==> src/uf_pkg.sv <==
// Shared types, operation codes and controller/datapath command encodings for the union-find engine.
package uf_pkg;

  localparam int ElemW = 11;

  // Operation codes of an input item
  localparam logic [1:0] OP_FIND  = 2'd0;
  localparam logic [1:0] OP_MERGE = 2'd1;
  localparam logic [1:0] OP_INIT  = 2'd2;

  // Cursor select codes
  localparam logic [2:0] CUR_HOLD   = 3'd0;
  localparam logic [2:0] CUR_A      = 3'd1;
  localparam logic [2:0] CUR_B      = 3'd2;
  localparam logic [2:0] CUR_FOLLOW = 3'd3;
  localparam logic [2:0] CUR_START  = 3'd4;

  // Size read address select codes
  localparam logic [1:0] SZ_ROOT = 2'd0;
  localparam logic [1:0] SZ_RA   = 2'd1;
  localparam logic [1:0] SZ_RB   = 2'd2;

  // Result select codes
  localparam logic [1:0] RES_ZERO  = 2'd0;
  localparam logic [1:0] RES_BAD   = 2'd1;
  localparam logic [1:0] RES_FIND  = 2'd2;
  localparam logic [1:0] RES_MERGE = 2'd3;

  typedef struct packed {
    logic [1:0]       op;
    logic [ElemW-1:0] elem_a;
    logic [ElemW-1:0] elem_b;
  } uf_in_t;

  typedef struct packed {
    logic [ElemW-1:0] root;
    logic [ElemW-1:0] set_size;
    logic             joined;
    logic             bad_index;
  } uf_out_t;

  typedef struct packed {
    logic       item_load;
    logic [2:0] cur_sel;
    logic       root_load;
    logic       par_wr;
    logic       ra_load;
    logic       rb_load;
    logic [1:0] sz_sel;
    logic       sa_load;
    logic       link;
    logic [1:0] res_sel;
    logic       res_load;
    logic       out_load;
    logic       clr_start;
    logic       clr_step;
  } uf_cmd_t;

  typedef struct packed {
    logic [1:0] op;
    logic       bad;
    logic       climb_done;
    logic       comp_done;
    logic       clr_last;
  } uf_stat_t;

endpackage

==> src/uf_ctrl.sv <==
// Controller: sequences clearing sweeps, the two-pass finds, merge linking and result hand-off.
module uf_ctrl (
  input  logic             clk,
  input  logic             rst_n,
  input  logic             in_valid,
  output logic             in_ready,
  output logic             out_valid,
  input  logic             out_ready,
  input  uf_pkg::uf_stat_t stat,
  output uf_pkg::uf_cmd_t  cmd
);
  import uf_pkg::*;

  localparam logic [3:0] S_CLEAR  = 4'd0;
  localparam logic [3:0] S_IDLE   = 4'd1;
  localparam logic [3:0] S_DECODE = 4'd2;
  localparam logic [3:0] S_CLIMB  = 4'd3;
  localparam logic [3:0] S_COMP   = 4'd4;
  localparam logic [3:0] S_FDONE  = 4'd5;
  localparam logic [3:0] S_SZA    = 4'd6;
  localparam logic [3:0] S_SZB    = 4'd7;
  localparam logic [3:0] S_EMIT   = 4'd8;

  logic [3:0] state_r, state_nxt;
  logic       phase_r, phase_nxt;
  logic       init_pend_r, init_pend_nxt;
  logic       out_valid_r, out_valid_nxt;
  logic       is_access;

  assign is_access = (stat.op == OP_FIND) || (stat.op == OP_MERGE);

  // Next state and commands
  always_comb begin
    state_nxt     = state_r;
    phase_nxt     = phase_r;
    init_pend_nxt = init_pend_r;
    cmd           = '0;
    in_ready      = 1'b0;
    unique case (state_r)
      S_CLEAR: begin
        cmd.clr_step = 1'b1;
        if (stat.clr_last) begin
          init_pend_nxt = 1'b0;
          state_nxt     = init_pend_r ? S_EMIT : S_IDLE;
        end
      end
      S_IDLE: begin
        in_ready = 1'b1;
        if (in_valid) begin
          cmd.item_load = 1'b1;
          state_nxt     = S_DECODE;
        end
      end
      S_DECODE: begin
        phase_nxt = 1'b0;
        if (stat.op == OP_INIT) begin
          cmd.clr_start = 1'b1;
          cmd.res_sel   = RES_ZERO;
          cmd.res_load  = 1'b1;
          init_pend_nxt = 1'b1;
          state_nxt     = S_CLEAR;
        end else if (is_access && !stat.bad) begin
          cmd.cur_sel = CUR_A;
          state_nxt   = S_CLIMB;
        end else begin
          cmd.res_sel  = is_access ? RES_BAD : RES_ZERO;
          cmd.res_load = 1'b1;
          state_nxt    = S_EMIT;
        end
      end
      S_CLIMB: begin
        if (stat.climb_done) begin
          cmd.root_load = 1'b1;
          cmd.cur_sel   = CUR_START;
          state_nxt     = S_COMP;
        end else begin
          cmd.cur_sel = CUR_FOLLOW;
        end
      end
      S_COMP: begin
        if (stat.comp_done) begin
          state_nxt = S_FDONE;
        end else begin
          cmd.par_wr  = 1'b1;
          cmd.cur_sel = CUR_FOLLOW;
        end
      end
      S_FDONE: begin
        if (!phase_r) begin
          cmd.ra_load = 1'b1;
          if (stat.op == OP_FIND) begin
            cmd.sz_sel = SZ_ROOT;
            state_nxt  = S_SZA;
          end else begin
            phase_nxt   = 1'b1;
            cmd.cur_sel = CUR_B;
            state_nxt   = S_CLIMB;
          end
        end else begin
          cmd.rb_load = 1'b1;
          cmd.sz_sel  = SZ_RA;
          state_nxt   = S_SZA;
        end
      end
      S_SZA: begin
        cmd.sa_load = 1'b1;
        if (stat.op == OP_FIND) begin
          cmd.res_sel  = RES_FIND;
          cmd.res_load = 1'b1;
          state_nxt    = S_EMIT;
        end else begin
          cmd.sz_sel = SZ_RB;
          state_nxt  = S_SZB;
        end
      end
      S_SZB: begin
        cmd.res_sel  = RES_MERGE;
        cmd.res_load = 1'b1;
        cmd.link     = 1'b1;
        state_nxt    = S_EMIT;
      end
      S_EMIT: begin
        if (!out_valid_r || out_ready) begin
          cmd.out_load = 1'b1;
          state_nxt    = S_IDLE;
        end
      end
      default: state_nxt = S_IDLE;
    endcase
  end

  // Hold the result until taken
  always_comb begin
    out_valid_nxt = out_valid_r;
    if (cmd.out_load) begin
      out_valid_nxt = 1'b1;
    end else if (out_ready) begin
      out_valid_nxt = 1'b0;
    end
  end

  always_ff @(posedge clk) begin
    if (!rst_n) begin
      state_r     <= S_CLEAR;
      phase_r     <= 1'b0;
      init_pend_r <= 1'b0;
      out_valid_r <= 1'b0;
    end else begin
      state_r     <= state_nxt;
      phase_r     <= phase_nxt;
      init_pend_r <= init_pend_nxt;
      out_valid_r <= out_valid_nxt;
    end
  end

  assign out_valid = out_valid_r;

`ifndef SYNTHESIS
  a_accept_decode: assert property (@(posedge clk) disable iff (!rst_n)
    (in_valid && in_ready) |=> (state_r == S_DECODE))
    else $error("accepted item not decoded");

  a_emit_loads: assert property (@(posedge clk) disable iff (!rst_n)
    (state_r == S_EMIT && (!out_valid_r || out_ready)) |=> (out_valid_r && state_r == S_IDLE))
    else $error("result not presented");

  a_walk_op: assert property (@(posedge clk) disable iff (!rst_n)
    (state_r == S_CLIMB || state_r == S_COMP) |-> (is_access && !stat.bad))
    else $error("walk on invalid item");

  a_phase_merge: assert property (@(posedge clk) disable iff (!rst_n)
    (phase_r && state_r != S_IDLE && state_r != S_DECODE && state_r != S_EMIT
      && state_r != S_CLEAR) |-> (stat.op == OP_MERGE))
    else $error("second find outside merge");
`endif

endmodule
==> config.mk <==
export PLATFORM = sky130hd
export DESIGN_NAME = uf_ctrl
export DESIGN_NICKNAME = d
export VERILOG_FILES = /design/src/uf_pkg.sv /design/src/uf_ctrl.sv
export SDC_FILE = /design/constraint.sdc
export NUM_CORES = 1
export LEC_CHECK = 0
export CORE_ASPECT_RATIO = 0.9
export CORE_MARGIN = 2
export CORE_UTILIZATION = 41
export DETAILED_ROUTE_END_ITERATION = 10
export DONT_BUFFER_PORTS = 1
export MAX_ROUTING_LAYER = met4
export PLACE_DENSITY = 0.65
export REMOVE_ABC_BUFFERS = 1
export SKIP_CTS_REPAIR_TIMING = 1
export SLEW_MARGIN = 25
export SYNTH_ARGS = -nofsm -noshare
export SYNTH_HDL_FRONTEND = slang
export SYNTH_SLANG_ARGS = --single-unit
==> constraint.sdc <==
create_clock -name clk -period 2 [get_ports clk]
set_clock_uncertainty 0.15 [all_clocks]
set_input_delay 0.6 -clock clk [delete_from_list [all_inputs] [get_ports clk]]
set_output_delay 0.6 -clock clk [all_outputs]
set_load 0.02 [all_outputs]
# Word level (Yosys, flattened, before mapping)
# Cells that the tools add are included.
[classes] n_eq_ne=16 mux=52 n_reduce_logical=12
[ops] op="$mux W4" count=9
[ops] op="$pmux W4 S9" count=1
[ops] op="$mux W1" count=26
[ops] op="$eq A4 B3 Y1 const B" count=4
[ops] op="$mux W2" count=7
[ops] op="$mux W3" count=4
[ops] op="$ne A2 B2 Y1 const B" count=6
[ops] op="$pmux W3 S4" count=1
[ops] op="$pmux W3 S3" count=1
[ops] op="$eq A4 B2 Y1 const B" count=2
[ops] op="$reduce_bool A2 Y1" count=3
[ops] op="$reduce_and A5 Y1" count=1
[ops] op="$eq A4 B1 Y1 const B" count=1
[ops] op="$eq A4 B4 Y1 const B" count=1
[ops] op="$logic_not A4 Y1" count=1
[ops] op="$pmux W1 S2" count=2
[ops] op="$pmux W2 S2" count=1
[ops] op="$reduce_and A3 Y1" count=1
[ops] op="$eq A2 B1 Y1 const B" count=1
[ops] op="$eq A2 B2 Y1 const B" count=1
[ops] op="$logic_not A1 Y1" count=2
[ops] op="$logic_not A2 Y1" count=1
[ops] op="$logic_or A1 B1 Y1" count=2
[ops] op="$logic_and A1 B1 Y1" count=1
[totals] register_bits=7 in_bits=10 out_inout_bits=20 elab_cells=84

# Longest topological paths before layout
# Gate-level depths: netlist (run 1).
[depth] ltp_word=6 ltp_mapped=6 ltp_nobuf=4

# Worst setup path after synthesis (run 1)
# OpenSTA, ideal clock, no wires.
[synth_timing] path_type="register to output" from="register state_r[3]" to="output cmd[15] in the netlist's numbering" t_arrival_ps=1769 required_ps=1250 setup_slack_ps=-519 stages_incl_launch_ff=7 n_path_buf=2 path_cell_list="dfxtp_1 > buf_6 > nand2b_1 > clkbuf_1 > nor3_1 > o21ai_0 > o21ai_0"
[synth_rtl] element="start, declared" line="uf_ctrl.sv:24" rtl="logic [3:0] state_r, state_nxt;"
[synth_rtl] element="start signal, assigned" line="uf_ctrl.sv:149" rtl="state_r <= state_nxt;"
[synth_rtl] element="end, declared" line="uf_ctrl.sv:10" rtl="output uf_pkg::uf_cmd_t cmd"

==> metrics.md, run 1 <==
| Metric | Value |
|---|---|
| Status | `complete, but fails checks` |
| Failing checks | `negative setup slack` |
| Final Hold Viols | `0` |
| Initial core utilization | `44.80%` |
| Cell Count, Final, Fillers Out | `139` |
| Rel. slew slack | `79.48%` |
| I/O pin cnt | `30` |
| Number of buffers created by CTS | `3` |
| Clock Latency Late Sink | `0.26 ns` |
| Unrepaired setup endpoints after global routing | `true` |
| Maximum number of pins on one net before global-route repair | `12` |
| Die ar. | `1956 sq um` |
| R2R setup slack | `0.13 ns` |
| First-pass DRT Iterations | `4` |
| Final Max Tran Viols | `0` |
| EDFF count, synth | `0` |
| Setup CP Type | `in2out` |
| Data arrival, critical path | `1.61 ns` |
| Tcrit/Tclk final | `118.2%` |
| DRC errors left | `0` |
| Global-route wire length before repair | `3.160 mm` |
| Pre-CTS setup slack | `-0.3436 ns` |
| GRT overflow | `0` |
| Drt total wl | `2.141 mm` |
| Post-synth top area share | `21.13%` |
| Max cap viols | `0` |
| Maximum achievable frequency | `422.9 MHz` |
| Clock Sinks | `7` |
| Std cell rows | `13` |
| Final Util | `66.53%` |
| Top cell type by total area after synthesis | `dfxtp_1` |
| Syn_area_per_cell | `7.536 sq um` |
| Via count | `804` |
| VDD IR-drop max | `0.3906 mV` |
| Post-synthesis register bit count | `7` |
| Routability Congestion | `0.8816` |
| DRT iter0 DRCs | `17` |
| Worst Setup End Kind | `output port` |
| Vias in the first global route | `718` |
| Core area | `1480 sq um` |
| Setup TNS | `-2.601 ns` |
| Worst Tran Pin Value | `0.3059 ns` |
| Global Route Usage Sum | `22.56%` |
| Clock slew at reported path FFs | `0.06 ns` |
| Seq/Total Area, Yosys | `21.13%` |
| Count leader, synth | `nor3_1` |
| Initial antenna violation count | `0` |
| Static leakage | `0.4178 nW` |
| Die X | `46.39 um` |
| Synth warn | `0` |
| CTS tree | `yes` |
| Inst Count DP | `135` |
| Layout cell share with drive strength beyond 1 | `49.57%` |
| Final layout net count | `128` |
| Area Overhead vs Synth | `48.49%` |
| Post-Syn Area | `663.1 sq um` |
| Synth cell count leaders | `nor3_1, inv_1, dfxtp_1, nor2_1, o21ai_0` |
| CTS H-tree depth | `1` |
| Worst EP required | `1.25 ns` |
| N_diodes | `0` |
| Cells after Synth | `88` |
| Post-synth ARST share | `0%` |
| Final Critical Period | `2.365 ns` |
| Vias per inst | `5.784` |
| Pwr per Cell Area | `548.7 nW/um^2` |
| Max FO, Critical Path | `3` |
| IO Port Bufs | `0` |
| Cell variety after synth | `40` |
| Synth area leaders | `dfxtp_1, nor3_1, buf_6, o21ai_0, inv_1` |
| DP HPWL | `1.565 mm` |
| # setup viols final | `18` |
| Wire length per cell | `15.40 um` |
| CP Launch Type | `primary input` |
| Worst Hold Class | `in2reg` |
| ANT nets after route | `0` |
| DIE HEIGHT | `42.16 um` |
| Top FF cell, synth | `dfxtp_1` |
| Clock Tree Buf Depth | `2` |
| Setup slack after layout | `-0.3647 ns` |
| Clk root buf | `clkbuf_4` |
==> layout make-up <==
type / instances / area, sq um
Multi-Input combinational cell: 66 / 496.7
Tap cell: 22 / 27.53
Inverter: 8 / 35.03
Fill cell: 134 / 495.5
Sequential cell: 7 / 143.9
Clock buffer: 4 / 26.28
Timing Repair Buffer: 32 / 255.2
==> metal layers <==
layer	GRT usage, %	up-vias	share of wire [%]	wire length (um)
li1	-	379	-	-
met1	30.51	365	39	838
met2	30.56	50	46	985
met3	8.621	10	11	239
met4	6.857	0	3.5	76
met5	-	-	0	0
==> cells by family (layout without fill, tap and decap cells) <==
logic type / Yosys count / in the layout / synth area share (%)
and+or+nand+nor: 39 / 39 / 35.66
buffers and inverters: 15 / 44 / 14.15
AOI/OAI and AO/OA: 26 / 26 / 27.55
muxes: 1 / 1 / 1.509
DFF: 7 / 7 / 21.13
==> cells in the final DEF, fill, tap and decap left out, types with 3 or more instances in the layout <==
cell type,synthesis,final
buf_4,2,28
inv_1,8,7
nor2_1,7,6
nor3_2,1,5
o21ai_0,6,5
nor3_1,9,4
dfxtp_1,7,4
buf_6,4,4
o21a_1,3,3
clkbuf_4,0,3
dfxtp_2,0,3
==> worst paths after layout <==
path,from,to,cells past startpoint
worst max register to register,state_r[1],state_r[1],5
worst min register to register,init_pend_r,init_pend_r,3
worst max-delay path,stat[1],cmd[15],4
worst min-delay path,rst_n,state_r[2],2
==> worst max-delay path, cell delays in order <==
cell and delay [ns]:
or4b_1 0.51, o31a_1 0.18, o21ai_1 0.17, buf_4 0.16
==> sequential cells by signal, summed over array words and instances (netlist names) <==
register,flops
init_pend_r,1
state_r,4
phase_r,1
out_valid,1
==> stage by stage <==
stage	area, sq um	hold WS [ns]	power [mW]
floorplan	599.3	0.4126	0.2752
global placement	867.1	0.4380	0.3523
detailed placement	867.1	0.4635	0.3587
CTS	893.4	0.3024	0.4950
global route	984.7	0.2967	0.5734
finish	984.7	0.3068	0.5403
==> power breakdown <==
part	internal, mW	switching, mW	total, mW
Sequential	0.149	0.00835	0.157
Combinational	0.116	0.132	0.248
Clock	0.0766	0.0586	0.135
(Power assumes the default switching activity.)
==> run 2: changes to the inputs <==
--- a/config.mk
+++ b/config.mk
@@ -10,8 +10,6 @@
 export CORE_UTILIZATION = 41
 export DETAILED_ROUTE_END_ITERATION = 10
 export DONT_BUFFER_PORTS = 1
-export MAX_ROUTING_LAYER = met4
-export PLACE_DENSITY = 0.65
 export REMOVE_ABC_BUFFERS = 1
 export SKIP_CTS_REPAIR_TIMING = 1
 export SLEW_MARGIN = 25
==> run 2 against run 1 <==
First-iteration DRC count rose by 76%. The run still ends with negative setup slack left. Highest routed layer unchanged. Core utilization rose by 11 points. Critical endpoint unchanged. Worst hold slack got worse by 0.0068 ns. Sequential share of layout area fell by 1.6 points. Clock-buffer cell count did not move. Die area did not move.
==> metrics.md, run 2 (synthesized netlist as in run 1, its figures left out) <==
| Metric | Value |
|---|---|
| Inst Count DP | `134 (-0.74%)` |
| Tcrit/Tclk final | `120.3% (+2.1 points)` |
| Setup TNS | `-3.332 ns (-0.7311 ns)` |
| Area after DPL | `859.6 sq um (-0.87%)` |
| Max FO, Critical Path | `6 (+3)` |
| CTS tree | `yes` |
| DIE HEIGHT | `42.16 um (unchanged)` |
| Cell Count, Final, Fillers Out | `147 (+5.8%)` |
| Final Critical Period | `2.407 ns (+0.04193 ns)` |
| Most frequent cells in the layout | `buf_4, buf_6` |
| Setup slack after layout | `-0.4066 ns (-0.04193 ns)` |
| Final hold slack | `0.3000 ns (-0.006760 ns)` |
| Initial core utilization | `44.80% (unchanged)` |
| Die ar. | `1956 sq um (unchanged)` |
| CTS H-tree depth | `1 (unchanged)` |
| # setup viols final | `18 (unchanged)` |
| Final layout net count | `136 (+6.3%)` |
| Clk root buf | `clkbuf_4` |
| ANT nets after route | `0 (unchanged)` |
| Final Max Tran Viols | `0 (unchanged)` |
| Clock Sinks | `7 (unchanged)` |
| Core area | `1480 sq um (unchanged)` |
| N_diodes | `0 (unchanged)` |
| Std cell rows | `13 (unchanged)` |
| Die X | `46.39 um (unchanged)` |
| CP Cell Sequence | `or4b_4 -> o31a_1 -> o21ai_1 -> buf_4` |
| Commonest non-fill, non-tap cell in the layout | `buf_4` |
| Unrepaired setup endpoints after global routing | `true` |
| Number of buffers created by CTS | `3 (unchanged)` |
| Max cap viols | `0 (unchanged)` |
| Fin area | `1155 sq um (+17%)` |
| Filler instances | `102 (-24%)` |
| Maximum achievable frequency | `415.5 MHz (-1.7%)` |
| Drt total wl | `2.517 mm (+18%)` |
| VDD IR-drop max | `0.3301 mV (-15%)` |
| Clock slew at reported path FFs | `0.06 ns (about the same)` |
| WP buf/inv | `1 (unchanged)` |
| Worst Setup End Kind | `output port` |
| Global Route Usage Sum | `21.46% (-1.1 points)` |
| Slowest cell on the critical path | `or4b_4` |
| Rel. slew slack | `73.49% (-6.0 points)` |
| DP HPWL | `1.574 mm (+0.56%)` |
| I/O pin cnt | `30 (unchanged)` |
| Initial antenna violation count | `0 (unchanged)` |
| DRT iter0 DRCs | `30 (+13)` |
| Failing checks | `negative setup slack` |
| Max incr delay on CP | `0.52 ns (about the same)` |
| Largest Register | `state_r` |
| Global-route wire length before repair | `3.111 mm (-1.6%)` |
| Via count | `874 (+8.7%)` |
| Worst EP required | `1.25 ns (about the same)` |
| Wire length per cell | `17.12 um (+11%)` |
| Overall power | `625.7 uW (+16%)` |
| Worst Tran Pin Value | `0.3953 ns (+0.08932 ns)` |
| Layout cell share with drive strength beyond 1 | `58.40% (+8.8 points)` |
| Final Util | `78.02% (+11 points)` |
| Maximum number of pins on one net before global-route repair | `10 (-2)` |
| Static leakage | `0.4806 nW (+15%)` |
| IO Port Bufs | `0 (unchanged)` |
| Crit path max-delay family | `simple AND/OR/NAND/NOR gates` |
| CP Launch Type | `register` |
| Status | `complete, but fails checks` |
| Worst Hold Class | `in2reg` |
| Clock Tree Buf Depth | `2 (unchanged)` |
| Data arrival, critical path | `1.66 ns (+0.05 ns)` |
| GRT overflow | `0 (unchanged)` |
| Pwr per Cell Area | `541.8 nW/um^2 (-1.3%)` |
| First-pass DRT Iterations | `4 (unchanged)` |
| Vias in the first global route | `727 (+1.3%)` |
| Max FFs per register | `4 (unchanged)` |
| Routability Congestion | `0.8163 (-7.4%)` |
| Setup CP Type | `reg2out` |
| Pre-CTS setup slack | `-0.3327 ns (+0.01085 ns)` |
| Clock Latency Late Sink | `0.27 ns (about the same)` |
| Area Overhead vs Synth | `74.15%` |
| Vias per inst | `5.946 (+2.8%)` |
| Final Hold Viols | `0 (unchanged)` |
| DRC errors left | `0 (unchanged)` |
-- run 2: power by group --
part	total [mW]	switching, mW	internal (mW)
logic	0.324	0.156	0.169
clock network	0.141	0.0644	0.0769
registers	0.160	0.0121	0.148
total	0.626	0.232	0.394
-- run 2: layout make-up --
cell class                      instances  area, sq um  share of cell area [%]
Sequential cell                         7        150.1                   13.00
Clock buffer                            4        26.28                   2.275
Multi-Input combinational cell         66        534.3                   46.26
Tap cell                               22        27.53                   2.384
Timing Repair Buffer                   40        381.6                   33.04
Inverter                                8        35.03                   3.034
-- run 2: final timing paths --
path,startpoint,endpoint,slack (ns),cells past startpoint
worst max-delay path,state_r[1],cmd[15],-0.41,4
worst min register to register,init_pend_r,init_pend_r,0.44,3
worst min-delay path,rst_n,init_pend_r,0.30,1
worst max register to register,state_r[0],state_r[0],0.09,8
-- run 2: per-layer routing --
| metal | track usage (%) | part of all wire, % | vias to the layer above |
|---|---|---|---|
| met5 | 0 | 0 | - |
| met4 | 8.571 | 2.2 | 0 |
| met3 | 7.759 | 7.2 | 8 |
| met2 | 32.50 | 50 | 48 |
| met1 | 26.85 | 41 | 421 |
| li1 | - | - | 397 |
-- run 2: worst register-to-register path, delay by kind of cell, from the launching register on --
family	cells	cell delay (ns)
simple gates	2	0.59
buf+inv	4	0.48
flops	1	0.36
compound gates	2	0.20
==> run 3: changes to the inputs <==
==> constraint.sdc (replaced) <==
create_clock -name clk -period 2.45 [get_ports clk]
set_clock_uncertainty 0.15 [all_clocks]
set_input_delay 0.735 -clock clk [delete_from_list [all_inputs] [get_ports clk]]
set_output_delay 0.735 -clock clk [all_outputs]
set_load 0.02 [all_outputs]
==> run 3 against run 2 <==
The run still ends with negative setup slack left. Sequential power is 16% lower. Register-to-register slack better by 0.50 ns. Core utilization is 20 points lower. Cell count is 12% lower. Die area stayed put. Sequential share of layout area is 4.4 points higher. Via count is 17% lower. Total power is 38% lower. Largest cell class unchanged.
==> metrics.md, run 3 (synthesized netlist as in run 1, its figures left out) <==
| Metric | Value |
|---|---|
| First-pass DRT Iterations | `4 (unchanged)` |
| Layout cell share with drive strength beyond 1 | `37.04% (-21 points)` |
| Std cell rows | `13 (unchanged)` |
| CTS tree | `yes` |
| Final Util | `57.65% (-20 points)` |
| Worst Tran Pin Value | `0.4000 ns (+0.004726 ns)` |
| Max cap viols | `0 (unchanged)` |
| CP Launch Type | `primary input` |
| Setup slack after layout | `-0.1366 ns (+0.2701 ns)` |
| Overall power | `389.1 uW (-38%)` |
| ANT nets after route | `0 (unchanged)` |
| Via count | `728 (-17%)` |
| Worst Setup End Kind | `output port` |
| Number of buffers created by CTS | `3 (unchanged)` |
| Reg area | `148.9 sq um (-0.83%)` |
| R2R Path Start | `state_r[0]` |
| Wire length per cell | `14.55 um (-15%)` |
| IO Port Bufs | `0 (unchanged)` |
| Clk root buf | `clkbuf_4` |
| Clock slew at reported path FFs | `0.05 ns (about the same)` |
| Worst EP required | `1.56 ns (+0.31 ns)` |
| Global Route Usage Sum | `20.27% (-1.2 points)` |
| Pwr per Cell Area | `456.0 nW/um^2 (-16%)` |
| Routability Congestion | `0.8206 (+0.53%)` |
| Vias in the first global route | `603 (-17%)` |
| Maximum achievable frequency | `386.6 MHz` |
| GRT overflow | `0 (unchanged)` |
| Failing checks | `negative setup slack` |
| Max FFs per register | `4 (unchanged)` |
| Worst reg2reg endpoint | `state_r[3]` |
| Hold Path End | `init_pend_r` |
| Vias per inst | `5.600 (-5.8%)` |
| Data arrival, critical path | `1.70 ns (+0.04 ns)` |
| # setup viols final | `3 (-15)` |
| Drt total wl | `1.892 mm (-25%)` |
| Core area | `1480 sq um (unchanged)` |
| Global-route wire length before repair | `2.884 mm (-7.3%)` |
| Final Critical Period | `2.587 ns` |
| DRT iter0 DRCs | `16 (-47%)` |
| Setup CP Type | `in2out` |
| Clock Latency Late Sink | `0.26 ns (about the same)` |
| I/O pin cnt | `30 (unchanged)` |
| Most frequent cells in the layout | `buf_4, nor3_1, inv_1, nor2_1, o21ai_0` |
| DP HPWL | `1.386 mm (-12%)` |
| Tcrit/Tclk final | `105.6%` |
| Final Max Tran Viols | `0 (unchanged)` |
| Static leakage | `0.3600 nW (-25%)` |
| Multi-input gate area | `447.9 sq um (-16%)` |
| Final layout net count | `119 (-13%)` |
| Die ar. | `1956 sq um (unchanged)` |
| Final Hold Viols | `0 (unchanged)` |
| Status | `complete, but fails checks` |
| Die X | `46.39 um (unchanged)` |
| R2R depth | `6 (-2)` |
| Max FO, Critical Path | `4 (-2)` |
| Largest Register | `state_r` |
| Worst Hold Launch | `rst_n` |
| R2R setup slack | `0.59 ns (+0.50 ns)` |
| Clock Sinks | `7 (unchanged)` |
| Fin area | `853.3 sq um (-26%)` |
| Rel. slew slack | `73.28% (-0.21 points)` |
| CTS H-tree depth | `1 (unchanged)` |
| Area Overhead vs Synth | `28.68%` |
| N_diodes | `0 (unchanged)` |
| Unrepaired setup endpoints after global routing | `true` |
| Filler instances | `140 (+37%)` |
| Initial core utilization | `44.80% (unchanged)` |
| Initial antenna violation count | `0 (unchanged)` |
| DRC errors left | `0 (unchanged)` |
| Worst Hold Class | `in2reg` |
| DIE HEIGHT | `42.16 um (unchanged)` |
| Maximum number of pins on one net before global-route repair | `11 (+1)` |
| VDD IR-drop max | `0.4157 mV (+26%)` |
| Commonest non-fill, non-tap cell in the layout | `buf_4` |
| Clock Tree Buf Depth | `2 (unchanged)` |
| Hold path depth | `1 (unchanged)` |
| Area after DPL | `784.5 sq um (-8.7%)` |
run 3: worst max-delay path, stage by stage:
cell and delay [ns]:
or4b_4 0.46, o31a_1 0.18, o21ai_1 0.17, buf_4 0.16
run 3: where the power goes:
part	internal, mW	switching, mW
clock network	0.0624	0.0465
logic	0.0639	0.0828
registers	0.122	0.0120
run 3: how the worst max path moves through the flow:
stage,start,to,depth (start not counted)
6_report,stat[1],cmd[15],4
3_5_place_dp,stat[1],cmd[15],4
5_1_grt,stat[1],cmd[15],4
2_1_floorplan,stat[1],cmd[15],3
4_1_cts,state_r[0],cmd[15],4
3_3_place_gp,stat[1],cmd[15],4
run 3: layout make-up:
class                      count  share of cell area [%]
inverter                       8                   3.519
timing repair buffer          23                   20.23
sequential                     7                   17.45
tap                           22                   3.226
clock buffer                   4                   3.079
multi-input combinational     66                   52.49
run 3: metal layers:
layer | global-route usage (%) | share of wire (%) | vias to the layer above
li1 | - | - | 360
met1 | 28.42 | 43 | 336
met2 | 28.06 | 48 | 28
met3 | 7.328 | 7.0 | 4
met4 | 6.857 | 1.5 | 0
met5 | 0 | 0 | -
run 3: per-stage QoR:
step	setup WS, ns	TNS, ns	hold slack (ns)	instances
after CTS	-0.1945	-0.5046	0.4406	128
after detailed placement	-0.1686	-0.2881	0.4483	124
final	-0.1366	-0.2806	0.4452	130
after global placement	-0.1493	-0.2686	0.4376	124
after global routing	-0.1882	-0.4168	0.4256	130
after floorplan	-0.2705	-0.4165	0.4126	81
